$ cat src/sv/bbp_pkg.sv
package bbp_pkg;

  // Default table geometry, handed to the top level as parameter defaults.
  localparam int unsigned TableEntriesDef = 1024;
  localparam int unsigned IndexShiftDef   = 2;

  // Fixed payload widths.
  localparam int unsigned AddrWidth = 64;
  localparam int unsigned CtrWidth  = 2;

  // Two-bit saturating counter codes.
  localparam logic [CtrWidth-1:0] CtrStrongNotTaken = 2'd0;
  localparam logic [CtrWidth-1:0] CtrWeakNotTaken   = 2'd1;
  localparam logic [CtrWidth-1:0] CtrWeakTaken      = 2'd2;
  localparam logic [CtrWidth-1:0] CtrStrongTaken    = 2'd3;

  // Function codes of an input item.
  localparam logic FuncRegister = 1'b0;
  localparam logic FuncResolve  = 1'b1;

  // One table entry as held in the memory.
  typedef struct packed {
    logic                valid;
    logic [CtrWidth-1:0] ctr;
  } bbp_entry_t;

  localparam int unsigned EntryWidth = $bits(bbp_entry_t);

  // Control sequencer states.
  typedef enum logic [1:0] {
    StClear,
    StIdle,
    StIndex,
    StUpdate
  } bbp_state_e;

endpackage

$ cat src/sv/bbp_in_if.sv
interface bbp_in_if;
  logic                           valid;
  logic                           ready;
  logic                           func;
  logic [bbp_pkg::AddrWidth-1:0]  address;
  logic [bbp_pkg::AddrWidth-1:0]  target_address;

  modport source (output valid, output func, output address, output target_address,
                  input ready);
  modport sink   (input valid, input func, input address, input target_address,
                  output ready);
endinterface

$ cat src/sv/bbp_out_if.sv
interface bbp_out_if;
  logic valid;
  logic ready;
  logic predicted_taken;
  logic actual_taken;
  logic mispredicted;

  modport source (output valid, output predicted_taken, output actual_taken,
                  output mispredicted, input ready);
  modport sink   (input valid, input predicted_taken, input actual_taken,
                  input mispredicted, output ready);
endinterface

$ cat src/sv/bbp_ram.sv
module bbp_ram #(
  parameter int unsigned Width = 8,
  parameter int unsigned Depth = 16
) (
  input  logic                             clk_i,
  input  logic                             we_i,
  input  logic [$clog2(Depth)-1:0]         waddr_i,
  input  logic [Width-1:0]                 wdata_i,
  input  logic                             re_i,
  input  logic [$clog2(Depth)-1:0]         raddr_i,
  output logic [Width-1:0]                 rdata_o
);

  logic [Width-1:0] mem_q [Depth];
  logic [Width-1:0] rdata_q;

  // One write port and one registered read port; read data holds between reads.
  always_ff @(posedge clk_i) begin
    if (we_i) begin
      mem_q[waddr_i] <= wdata_i;
    end
    if (re_i) begin
      rdata_q <= mem_q[raddr_i];
    end
  end

  assign rdata_o = rdata_q;

endmodule

$ cat src/sv/bimodal_branch_predictor.sv
// Two-bit bimodal branch predictor. The table of valid bits and saturating
// counters lives in one synchronous memory with a registered read. After reset
// a clearing pass writes every entry to invalid / strong not taken, one entry
// per cycle, so no item is accepted until the pass is done. When TableEntries
// is a power of two, an item is accepted with its table read issued and then
// updated; otherwise the table index (address >> IndexShift) mod TableEntries
// is first reduced by a remainder unit, eight address bits per cycle over
// eight steps. Items are handled one at a time, each with one table read and,
// for a resolve, one write-back. Each result sits in an output register; a new
// item is taken while it waits, and only the table update stalls until the
// result slot is free.
module bimodal_branch_predictor #(
  parameter int unsigned TableEntries = bbp_pkg::TableEntriesDef,
  parameter int unsigned IndexShift   = bbp_pkg::IndexShiftDef
) (
  input  logic      clk_i,
  input  logic      rst_ni,
  bbp_in_if.sink    in_i,
  bbp_out_if.source out_o
);

  localparam int unsigned IdxW        = (TableEntries > 1) ? $clog2(TableEntries) : 1;
  localparam bit          IsPow2      = (TableEntries & (TableEntries - 1)) == 0;
  localparam int unsigned BitsPerStep = 8;
  localparam int unsigned ModSteps    = bbp_pkg::AddrWidth / BitsPerStep;
  localparam int unsigned StepW       = $clog2(ModSteps);
  localparam logic [IdxW:0]   Modulus   = TableEntries[IdxW:0];
  localparam logic [IdxW-1:0] LastIdx   = IdxW'(TableEntries - 1);
  localparam logic [StepW-1:0] LastStep = StepW'(ModSteps - 1);

  bbp_pkg::bbp_state_e state_q, state_d;

  logic [IdxW-1:0]               clr_q, clr_d;
  logic                          func_q, func_d;
  logic [bbp_pkg::AddrWidth-1:0] addr_q, addr_d;
  logic [bbp_pkg::AddrWidth-1:0] saved_addr_q, saved_addr_d;
  logic [bbp_pkg::AddrWidth-1:0] saved_tgt_q, saved_tgt_d;
  logic                          saved_pred_q, saved_pred_d;
  logic [bbp_pkg::AddrWidth-1:0] key_q, key_d;
  logic [IdxW-1:0]               rem_q, rem_d;
  logic [StepW-1:0]              step_q, step_d;
  logic [IdxW-1:0]               idx_q, idx_d;
  logic                          out_valid_q, out_valid_d;
  logic                          out_pred_q, out_pred_d;
  logic                          out_act_q, out_act_d;
  logic                          out_mis_q, out_mis_d;

  logic [bbp_pkg::AddrWidth-1:0] key_shift;
  logic [IdxW-1:0]               rem_next;
  logic                          slot_free;
  logic                          taken;
  logic                          pred;

  logic                          ram_we;
  logic [IdxW-1:0]               ram_waddr;
  bbp_pkg::bbp_entry_t           ram_wdata;
  logic                          ram_re;
  logic [IdxW-1:0]               ram_raddr;
  bbp_pkg::bbp_entry_t           ram_rdata;

  // Saturating counter step towards the outcome.
  function automatic logic [bbp_pkg::CtrWidth-1:0] step_ctr(
    input logic [bbp_pkg::CtrWidth-1:0] ctr,
    input logic                         tk
  );
    logic [bbp_pkg::CtrWidth-1:0] res;
    res = ctr;
    if (tk) begin
      if (ctr != bbp_pkg::CtrStrongTaken) res = ctr + 1'b1;
    end else begin
      if (ctr != bbp_pkg::CtrStrongNotTaken) res = ctr - 1'b1;
    end
    return res;
  endfunction

  bbp_ram #(
    .Width (bbp_pkg::EntryWidth),
    .Depth (TableEntries)
  ) u_bbp_ram (
    .clk_i   (clk_i),
    .we_i    (ram_we),
    .waddr_i (ram_waddr),
    .wdata_i (ram_wdata),
    .re_i    (ram_re),
    .raddr_i (ram_raddr),
    .rdata_o (ram_rdata)
  );

  // A register item indexes by its own address, a resolve item by the saved branch.
  assign key_shift = ((in_i.func == bbp_pkg::FuncResolve) ? saved_addr_q : in_i.address)
                     >> IndexShift;
  assign slot_free = !out_valid_q || out_o.ready;
  assign taken     = (addr_q == saved_tgt_q);
  assign pred      = ram_rdata.valid & ram_rdata.ctr[1];

  // Remainder unit: eight restoring steps of the modulo, most significant bit first.
  always_comb begin
    logic [IdxW:0]   t;
    logic [IdxW-1:0] r;
    r = rem_q;
    for (int i = 0; i < BitsPerStep; i++) begin
      t = {r, key_q[bbp_pkg::AddrWidth-1-i]};
      if (t >= Modulus) t = t - Modulus;
      r = t[IdxW-1:0];
    end
    rem_next = r;
  end

  // Sequencer: clearing pass, index reduction, table read and write-back.
  always_comb begin
    state_d      = state_q;
    clr_d        = clr_q;
    func_d       = func_q;
    addr_d       = addr_q;
    saved_addr_d = saved_addr_q;
    saved_tgt_d  = saved_tgt_q;
    saved_pred_d = saved_pred_q;
    key_d        = key_q;
    rem_d        = rem_q;
    step_d       = step_q;
    idx_d        = idx_q;
    out_valid_d  = out_valid_q && !out_o.ready;
    out_pred_d   = out_pred_q;
    out_act_d    = out_act_q;
    out_mis_d    = out_mis_q;
    ram_we       = 1'b0;
    ram_waddr    = idx_q;
    ram_wdata    = '0;
    ram_re       = 1'b0;
    ram_raddr    = idx_q;
    in_i.ready   = 1'b0;

    unique case (state_q)
      bbp_pkg::StClear: begin
        ram_we    = 1'b1;
        ram_waddr = clr_q;
        clr_d     = clr_q + 1'b1;
        if (clr_q == LastIdx) begin
          state_d = bbp_pkg::StIdle;
        end
      end

      bbp_pkg::StIdle: begin
        in_i.ready = 1'b1;
        if (in_i.valid) begin
          func_d = in_i.func;
          addr_d = in_i.address;
          if (in_i.func == bbp_pkg::FuncRegister) begin
            saved_addr_d = in_i.address;
            saved_tgt_d  = in_i.target_address;
          end
          if (IsPow2) begin
            ram_re    = 1'b1;
            ram_raddr = key_shift[IdxW-1:0];
            idx_d     = key_shift[IdxW-1:0];
            state_d   = bbp_pkg::StUpdate;
          end else begin
            key_d   = key_shift;
            rem_d   = '0;
            step_d  = '0;
            state_d = bbp_pkg::StIndex;
          end
        end
      end

      bbp_pkg::StIndex: begin
        key_d  = key_q << BitsPerStep;
        rem_d  = rem_next;
        step_d = step_q + 1'b1;
        if (step_q == LastStep) begin
          ram_re    = 1'b1;
          ram_raddr = rem_next;
          idx_d     = rem_next;
          state_d   = bbp_pkg::StUpdate;
        end
      end

      bbp_pkg::StUpdate: begin
        if (slot_free) begin
          out_valid_d = 1'b1;
          if (func_q == bbp_pkg::FuncResolve) begin
            ram_we          = 1'b1;
            ram_waddr       = idx_q;
            ram_wdata.valid = 1'b1;
            ram_wdata.ctr   = step_ctr(ram_rdata.ctr, taken);
            out_pred_d      = saved_pred_q;
            out_act_d       = taken;
            out_mis_d       = taken ^ saved_pred_q;
          end else begin
            saved_pred_d = pred;
            out_pred_d   = pred;
            out_act_d    = 1'b0;
            out_mis_d    = 1'b0;
          end
          state_d = bbp_pkg::StIdle;
        end
      end

      default: begin
        state_d = bbp_pkg::StIdle;
      end
    endcase
  end

  // Control and saved branch state.
  always_ff @(posedge clk_i or negedge rst_ni) begin
    if (!rst_ni) begin
      state_q      <= bbp_pkg::StClear;
      clr_q        <= '0;
      step_q       <= '0;
      out_valid_q  <= 1'b0;
      saved_addr_q <= '0;
      saved_tgt_q  <= '0;
      saved_pred_q <= 1'b0;
    end else begin
      state_q      <= state_d;
      clr_q        <= clr_d;
      step_q       <= step_d;
      out_valid_q  <= out_valid_d;
      saved_addr_q <= saved_addr_d;
      saved_tgt_q  <= saved_tgt_d;
      saved_pred_q <= saved_pred_d;
    end
  end

  // Payload of the item in flight and of the waiting result.
  always_ff @(posedge clk_i) begin
    func_q     <= func_d;
    addr_q     <= addr_d;
    key_q      <= key_d;
    rem_q      <= rem_d;
    idx_q      <= idx_d;
    out_pred_q <= out_pred_d;
    out_act_q  <= out_act_d;
    out_mis_q  <= out_mis_d;
  end

  assign out_o.valid           = out_valid_q;
  assign out_o.predicted_taken = out_pred_q;
  assign out_o.actual_taken    = out_act_q;
  assign out_o.mispredicted    = out_mis_q;

endmodule

$ cat src/flat_wrapper.sv
// flat-port wrapper written by rule: the top's interface ports become plain ports
module bimodal_branch_predictor_flat 
#(
  parameter int unsigned TableEntries = bbp_pkg::TableEntriesDef,
  parameter int unsigned IndexShift   = bbp_pkg::IndexShiftDef
)
  (clk_i, rst_ni, in_i_valid, in_i_func, in_i_address, in_i_target_address, in_i_ready, out_o_valid, out_o_predicted_taken, out_o_actual_taken, out_o_mispredicted, out_o_ready);
  bbp_in_if in_i_i ();
  bbp_out_if out_o_i ();
  input  logic clk_i;
  input  logic rst_ni;
  input wire logic [$bits(in_i_i.valid)-1:0] in_i_valid;
  input wire logic [$bits(in_i_i.func)-1:0] in_i_func;
  input wire logic [$bits(in_i_i.address)-1:0] in_i_address;
  input wire logic [$bits(in_i_i.target_address)-1:0] in_i_target_address;
  output wire logic [$bits(in_i_i.ready)-1:0] in_i_ready;
  output wire logic [$bits(out_o_i.valid)-1:0] out_o_valid;
  output wire logic [$bits(out_o_i.predicted_taken)-1:0] out_o_predicted_taken;
  output wire logic [$bits(out_o_i.actual_taken)-1:0] out_o_actual_taken;
  output wire logic [$bits(out_o_i.mispredicted)-1:0] out_o_mispredicted;
  input wire logic [$bits(out_o_i.ready)-1:0] out_o_ready;
  assign in_i_i.valid = in_i_valid;
  assign in_i_i.func = in_i_func;
  assign in_i_i.address = in_i_address;
  assign in_i_i.target_address = in_i_target_address;
  assign in_i_ready = in_i_i.ready;
  assign out_o_valid = out_o_i.valid;
  assign out_o_predicted_taken = out_o_i.predicted_taken;
  assign out_o_actual_taken = out_o_i.actual_taken;
  assign out_o_mispredicted = out_o_i.mispredicted;
  assign out_o_i.ready = out_o_ready;
  bimodal_branch_predictor #(.TableEntries(TableEntries), .IndexShift(IndexShift)) u_core (.clk_i(clk_i), .rst_ni(rst_ni), .in_i(in_i_i), .out_o(out_o_i));
endmodule
$ cat config.mk
export PLATFORM = sky130hd
export DESIGN_NAME = bimodal_branch_predictor_flat
export DESIGN_NICKNAME = d
export VERILOG_FILES = /design/src/sv/bbp_pkg.sv /design/src/sv/bbp_in_if.sv /design/src/sv/bbp_out_if.sv /design/src/sv/bbp_ram.sv /design/src/sv/bimodal_branch_predictor.sv /design/src/flat_wrapper.sv
export SDC_FILE = /design/constraint.sdc
export NUM_CORES = 2
export LEC_CHECK = 0
export ABC_CLOCK_PERIOD_IN_PS = 44100
export BUFFER_PORTS_ARGS = -buffer_cell sky130_fd_sc_hd__buf_2
export CORE_MARGIN = 2
export CORE_UTILIZATION = 55
export DETAILED_ROUTE_END_ITERATION = 16
export GPL_ROUTABILITY_DRIVEN = 0
export PLACE_DENSITY = 0.71
export SETUP_SLACK_MARGIN = 0.15
export SYNTH_ARGS = -nofsm -noshare
export SYNTH_HDL_FRONTEND = slang
export SYNTH_SLANG_ARGS = --single-unit
$ cat constraint.sdc
create_clock -name clk_i -period 44.1 [get_ports clk_i]
set_clock_uncertainty 0.1 [all_clocks]
set_input_delay 8.82 -clock clk_i [delete_from_list [all_inputs] [get_ports clk_i]]
set_output_delay 8.82 -clock clk_i [all_outputs]
set_load 0.02 [all_outputs]
Word level (Yosys, flattened, before mapping):

Memory sizes are Yosys's and may differ from the RTL's. A register that Yosys moved wholly into a read port is not among the register bits.
Index checks and enable logic that the tools add are counted.

* muxes and demuxes: 36
* bitwise logic cells: 3
* add/subtract/negate cells: 12
* order comparisons: 8
* equality and inequality tests: 11
* reductions and logical operators: 10

Operator list (count)
* 10-bit 2-to-1 mux: 11
* 11-bit >= comparator (second input constant): 8
* 10-bit by 1-bit subtractor with 10-bit output (second input constant): 8
* 64-bit == test: 1
* 10-bit case mux with 2 select lines: 1
* 2-bit 2-to-1 mux: 7
* 12-bit 2-to-1 mux: 1
* 10-bit by 1-bit adder with 10-bit output (second input constant): 1
* 10-bit == test (second input constant): 1
* 1-bit 2-to-1 mux: 10
* 3-bit 2-to-1 mux: 3
* 2-bit case mux with 4 select lines: 1
* 2-bit by 1-bit != test with 1-bit output (second input constant): 3
* 2-bit == test (second input constant): 2
* 2-bit != test (second input constant): 2
* 1-bit case mux with 2 select lines: 2
* 2-bit AND reduction: 2
* 4-bit AND reduction: 1
* 3-bit by 1-bit adder with 3-bit output (second input constant): 1
* 3-bit == test (second input constant): 1
* 3-bit AND reduction: 1
* 2-bit by 1-bit adder with 2-bit output (second input constant): 1
* 2-bit by 1-bit == test with 1-bit output (second input constant): 1
* 1-bit logical NOT: 2
* other kinds (8): 8

* bits in writable memories: 3072
* output and inout bits: 5
* memories kept: 1
* bits in registers: 181

Memory list
* u_core.u_bbp_ram.mem_q: depth 1024, width 3, rd ports 1, clocked after Yosys merged registers in 1, wr ports 1, RTL line bbp_ram.sv:14 `logic [Width-1:0] mem_q [Depth];`

Logic depth before layout (Yosys ltp):

* depth in word-level cells: 18
* depth in mapped cells: 20
* gate-level depth less buffers: 13

Cells and area by module:

Synthesis repeated with hierarchy kept, for this count alone.

* cells, all modules: 6993
* area total of the unflattened synthesis: 130615.3 um^2

By module, submodules not included
* bbp_ram: cells an instance 6544, area each 123732.4 um^2, sequential area each 92338.6 um^2, instances 1
* bimodal_branch_predictor: cells an instance 449, area each 6882.9 um^2, sequential area each 4519.3 um^2, instances 1

Least setup slack after synthesis:

Ideal clock, no wire load.

* kind: input-to-reg
* start point: input out_o_ready
* end point: memory u_core.u_bbp_ram.mem_q[0][0] in the netlist's numbering (data pin)
* arrival: 36.490 ns
* stages on the path: 4
* required time: 38.305 ns
* slack: 1.815 ns
* setup time: 5.695 ns
* path buffers: 0
* cells stage by stage: nand2b_1 and2_1 nand2_1 a21oi_1

RTL lines
* from (decl): RTL line flat_wrapper.sv:21 `input wire logic [$bits(out_o_i.ready)-1:0] out_o_ready;`
* to (decl): RTL line bbp_ram.sv:14

Worst setup path after layout:

* start point: input in_i_valid
* end point: register u_core.u_bbp_ram.rdata_q[1], in the netlist u_core.u_bbp_ram.rdata_o[1] (read register of u_core.u_bbp_ram.mem_q) (data pin)

* word-level cells in the longest chain between the ends: 2
* elaborated cells on any way between the ends: 4
* those cells by class: mux: 4

Ends and longest elaborated chain
* from (decl): RTL line flat_wrapper.sv:12 `input wire logic [$bits(in_i_i.valid)-1:0] in_i_valid;`
* 10-bit 2-to-1 mux or 1-bit 2-to-1 mux (tied branches): RTL line bimodal_branch_predictor.sv:145 `if (in_i.valid) begin`
* 10-bit case mux with 2 select lines or 1-bit case mux with 2 select lines (tied branches): RTL line bimodal_branch_predictor.sv:133 `unique case (state_q)`
* to (decl): RTL line bbp_ram.sv:15 `logic [Width-1:0] rdata_q;`

Several ways; a longest one is shown, not always the timed one.
A chain may end at the register's enable or synchronous reset.

==> impl_metrics.yaml <==
global_routing:
  grt_pass1_vias: 76600
  grtUsageTotal_pct: 29.0
  grt_remaining_overflow: 0
  antenna_found_initial: 8
  grt_max_degree: 225
  grt_pass1_wl_mm: 515
sta:
  max_slew_margin_pct: 3.02
  tns_ps: 0
  post-route-period-util_pct: 35.5
  setup_violations: 0
  min_period_ps: 15640
  tightest_slew_ps: 1440
  hold_viol_final: 0
  rsz0062_at_grt: "no"
  finalMaxSlewViolations: 0
  fmax_mhz: 63.9
layout:
  drive_gt1_share_pct: 14.0
  nFillCells: 16800
  areaGrowthSynthToFinish_pct: 10.4
  nNetsFinal: 8715
  final_cells: 12000
  design_area_mm2: 0.144
  layout_common_cells: "edfxtp_1, nand2_1, nor2_1"
  final_common_cell: "edfxtp_1"
clock_network:
  post_cts_resized: 0
  clk_path_buf_depth: 4
  cts.reportedPaths.clkPinSlew_ps: 70
  clk_latency_ps: 980
  htreeDepth: 5
  ctsHoldBuffers: 0
  clock-sinks: 3244
  cts_tree: "yes"
  root_buffer: "clkbuf_16"
  cts_made_buffers: 327
  post_cts_buffers: 0
flow_run:
  maxCapViolCount: 0
floorplan:
  dieArea_mm2: 0.241
  fp-row-count: 178
  dieHeight_um: 491
  core_mm2: 0.235
  start_util_pct: 55.4
  die_w_um: 491
  ios: 138
critical_path:
  path_class: "in -> reg"
  start_kind: "input port"
  crit_arrival_ps: 16260
  critPathRequiredTime_ps: 44720
  cp-end-kind: "register"
  cp_max_fo: 164
  r2r_slack_ps: 35480
pwr:
  pwr_density_cell_mw_per_mm2: 60.7
  ir_worst_vdd_uv: 51.8
  leakage_nw: 46.7
drt:
  drtIter0Drc: 12700
  routed_wl_mm: 355
  first_pass_iters: 7
  drc: 0
  wire_per_inst_um: 29.7
  ant_nets: 0
  routed_via_density: 6.58
  routed-via-count: 78700
yosys:
  ys_warn_count: 0
  synth_area_leaders: "edfxtp_1, mux4_2, nand2_1"
  synthFlopType: "edfxtp_1"
  ys_ff_latch: 3244
  synth_top_area_share_pct: 72.4
  syn_inst: 8641
  syn_area_per_cell_um2: 15.1
  synth_area_mm2: 0.130
  seq_area_frac_synth_pct: 74.3
  syn-num-nets: 8781
  synthArstFlopShare_pct: 2.81
  synth_edf_count: 3143
  synth_top_area_cell: "edfxtp_1"
  synth_cell_types: 63
placed_design:
  hpwl_mm: 189
  dp_cells: 11400
  placed_cell_area_mm2: 0.134
  port_buffers: 137
hold_path:
  min_path_type: "reg -> reg"
outcome:
  outcome: "finished, final reports clean"
==> routing by layer <==
metal	routed length, µm	GRT usage, %	up-vias
met5	52	0	-
met4	15400	11.6	8
met3	43300	6.72	866
met2	165000	44.8	5230
met1	132000	40.3	39700
li1	-	-	32800
==> flip-flops by register name, indices dropped and copies added, names as in the netlist <==
| signal | count |
|---|---|
| u_core.clr_q | 10 |
| u_core.saved_pred_q | 1 |
| u_core.saved_tgt_q | 64 |
| u_core.addr_q | 64 |
| u_core.out_o.valid | 1 |
| u_core.func_q | 1 |
| u_core.step_q | 3 |
| u_core.u_bbp_ram.rdata_o | 3 |
| u_core.u_bbp_ram.mem_q | 3072 |
| u_core.saved_addr_q | 10 |
| u_core.out_o.mispredicted | 1 |
| u_core.out_o.actual_taken | 1 |
| u_core.state_q | 2 |
| u_core.out_o.predicted_taken | 1 |
| u_core.idx_q | 10 |
==> worst max-delay path, stage by stage <==
cell	delay [ps]
buf_2	110
nand2b_1	190
a31o_4	790
and2_4	640
buf_12	550
buf_4	690
buf_12	490
buf_4	820
mux4_2	600
a22oi_1	300
a21oi_1	130
or4_1	610
a21oi_1	180
nand4_1	470
and4_1	400
==> per-stage QoR <==
stage	util (%)	total power [W]	hold slack, ps	setup WS [ps]
finish	61.1	0.00873	399	28460
global route	61.1	0.00898	401	28120
CTS	61.1	0.00870	391	28600
detailed placement	56.8	0.00603	381	27570
global placement	56.8	0.00599	362	27730
floorplan	-	0.00542	348	1810
==> power by group <==
group	switching [W]	internal [W]
clock network	0.00114	0.00157
registers	0.0000440	0.00358
logic	0.00168	0.000714
total	0.00287	0.00587
==> kinds of logic (layout without fill, tap and decap cells) <==
kind of cell             after synthesis  count (layout)  share of synthesized area, %
flip-flops                          3244            3244                          74.3
AND/OR/NAND/NOR                     3069            3069                          9.66
AO/OA/AOI/OAI                       1091            1091                          5.96
buffers and inverters                704             872                          2.49
multiplexers                         451             451                          7.00
XOR/XNOR                              75              75                         0.504
adder cells (fa/ha/maj)                7               7                        0.0672
other                                  0               5                             0
==> synth_stat cells, types with 33 or more instances <==
library cell  instances
buf_4                44
buf_1                64
nor2_1             1087
buf_2               175
a21oi_1             161
dfrtp_1              91
nand2_1            1423
edfxtp_1           3143
mux2_2               79
nor4_1               48
a22oi_1             258
a32oi_1              45
a311oi_1            143
and3_1              154
a31oi_1             224
mux4_2              360
o41ai_1              33
clkbuf_1            370
a211oi_1            154
nand3_1             296
xor2_1               68
==> final timing paths <==
check | start | to | cells after the start
setup / recovery | in_i_valid | u_core.u_bbp_ram.rdata_o[1] | 15
hold / removal | u_core.step_q[0] | u_core.step_q[0] | 1
setup reg to reg | u_core.state_q[1] | u_core.u_bbp_ram.rdata_o[1] | 15
hold reg to reg | u_core.step_q[0] | u_core.step_q[0] | 1
max in group asynchronous | rst_ni | u_core.saved_tgt_q[12] | 2
min in group asynchronous | rst_ni | u_core.state_q[1] | 1
==> cell type report <==
cell class / instances / area, µm² / area share, %
flip-flops and latches: 3244 / 96900 / 67.3
multi-input cells: 4693 / 30800 / 21.4
clock buffers: 398 / 8620 / 5.99
well taps: 3150 / 3940 / 2.74
repair buffers: 286 / 1970 / 1.37
clock inverters: 165 / 1620 / 1.13
inverters: 23 / 109 / 0.0756
diodes: 5 / 12.5 / 0.00869
Power figures use the tool's default switching activity.
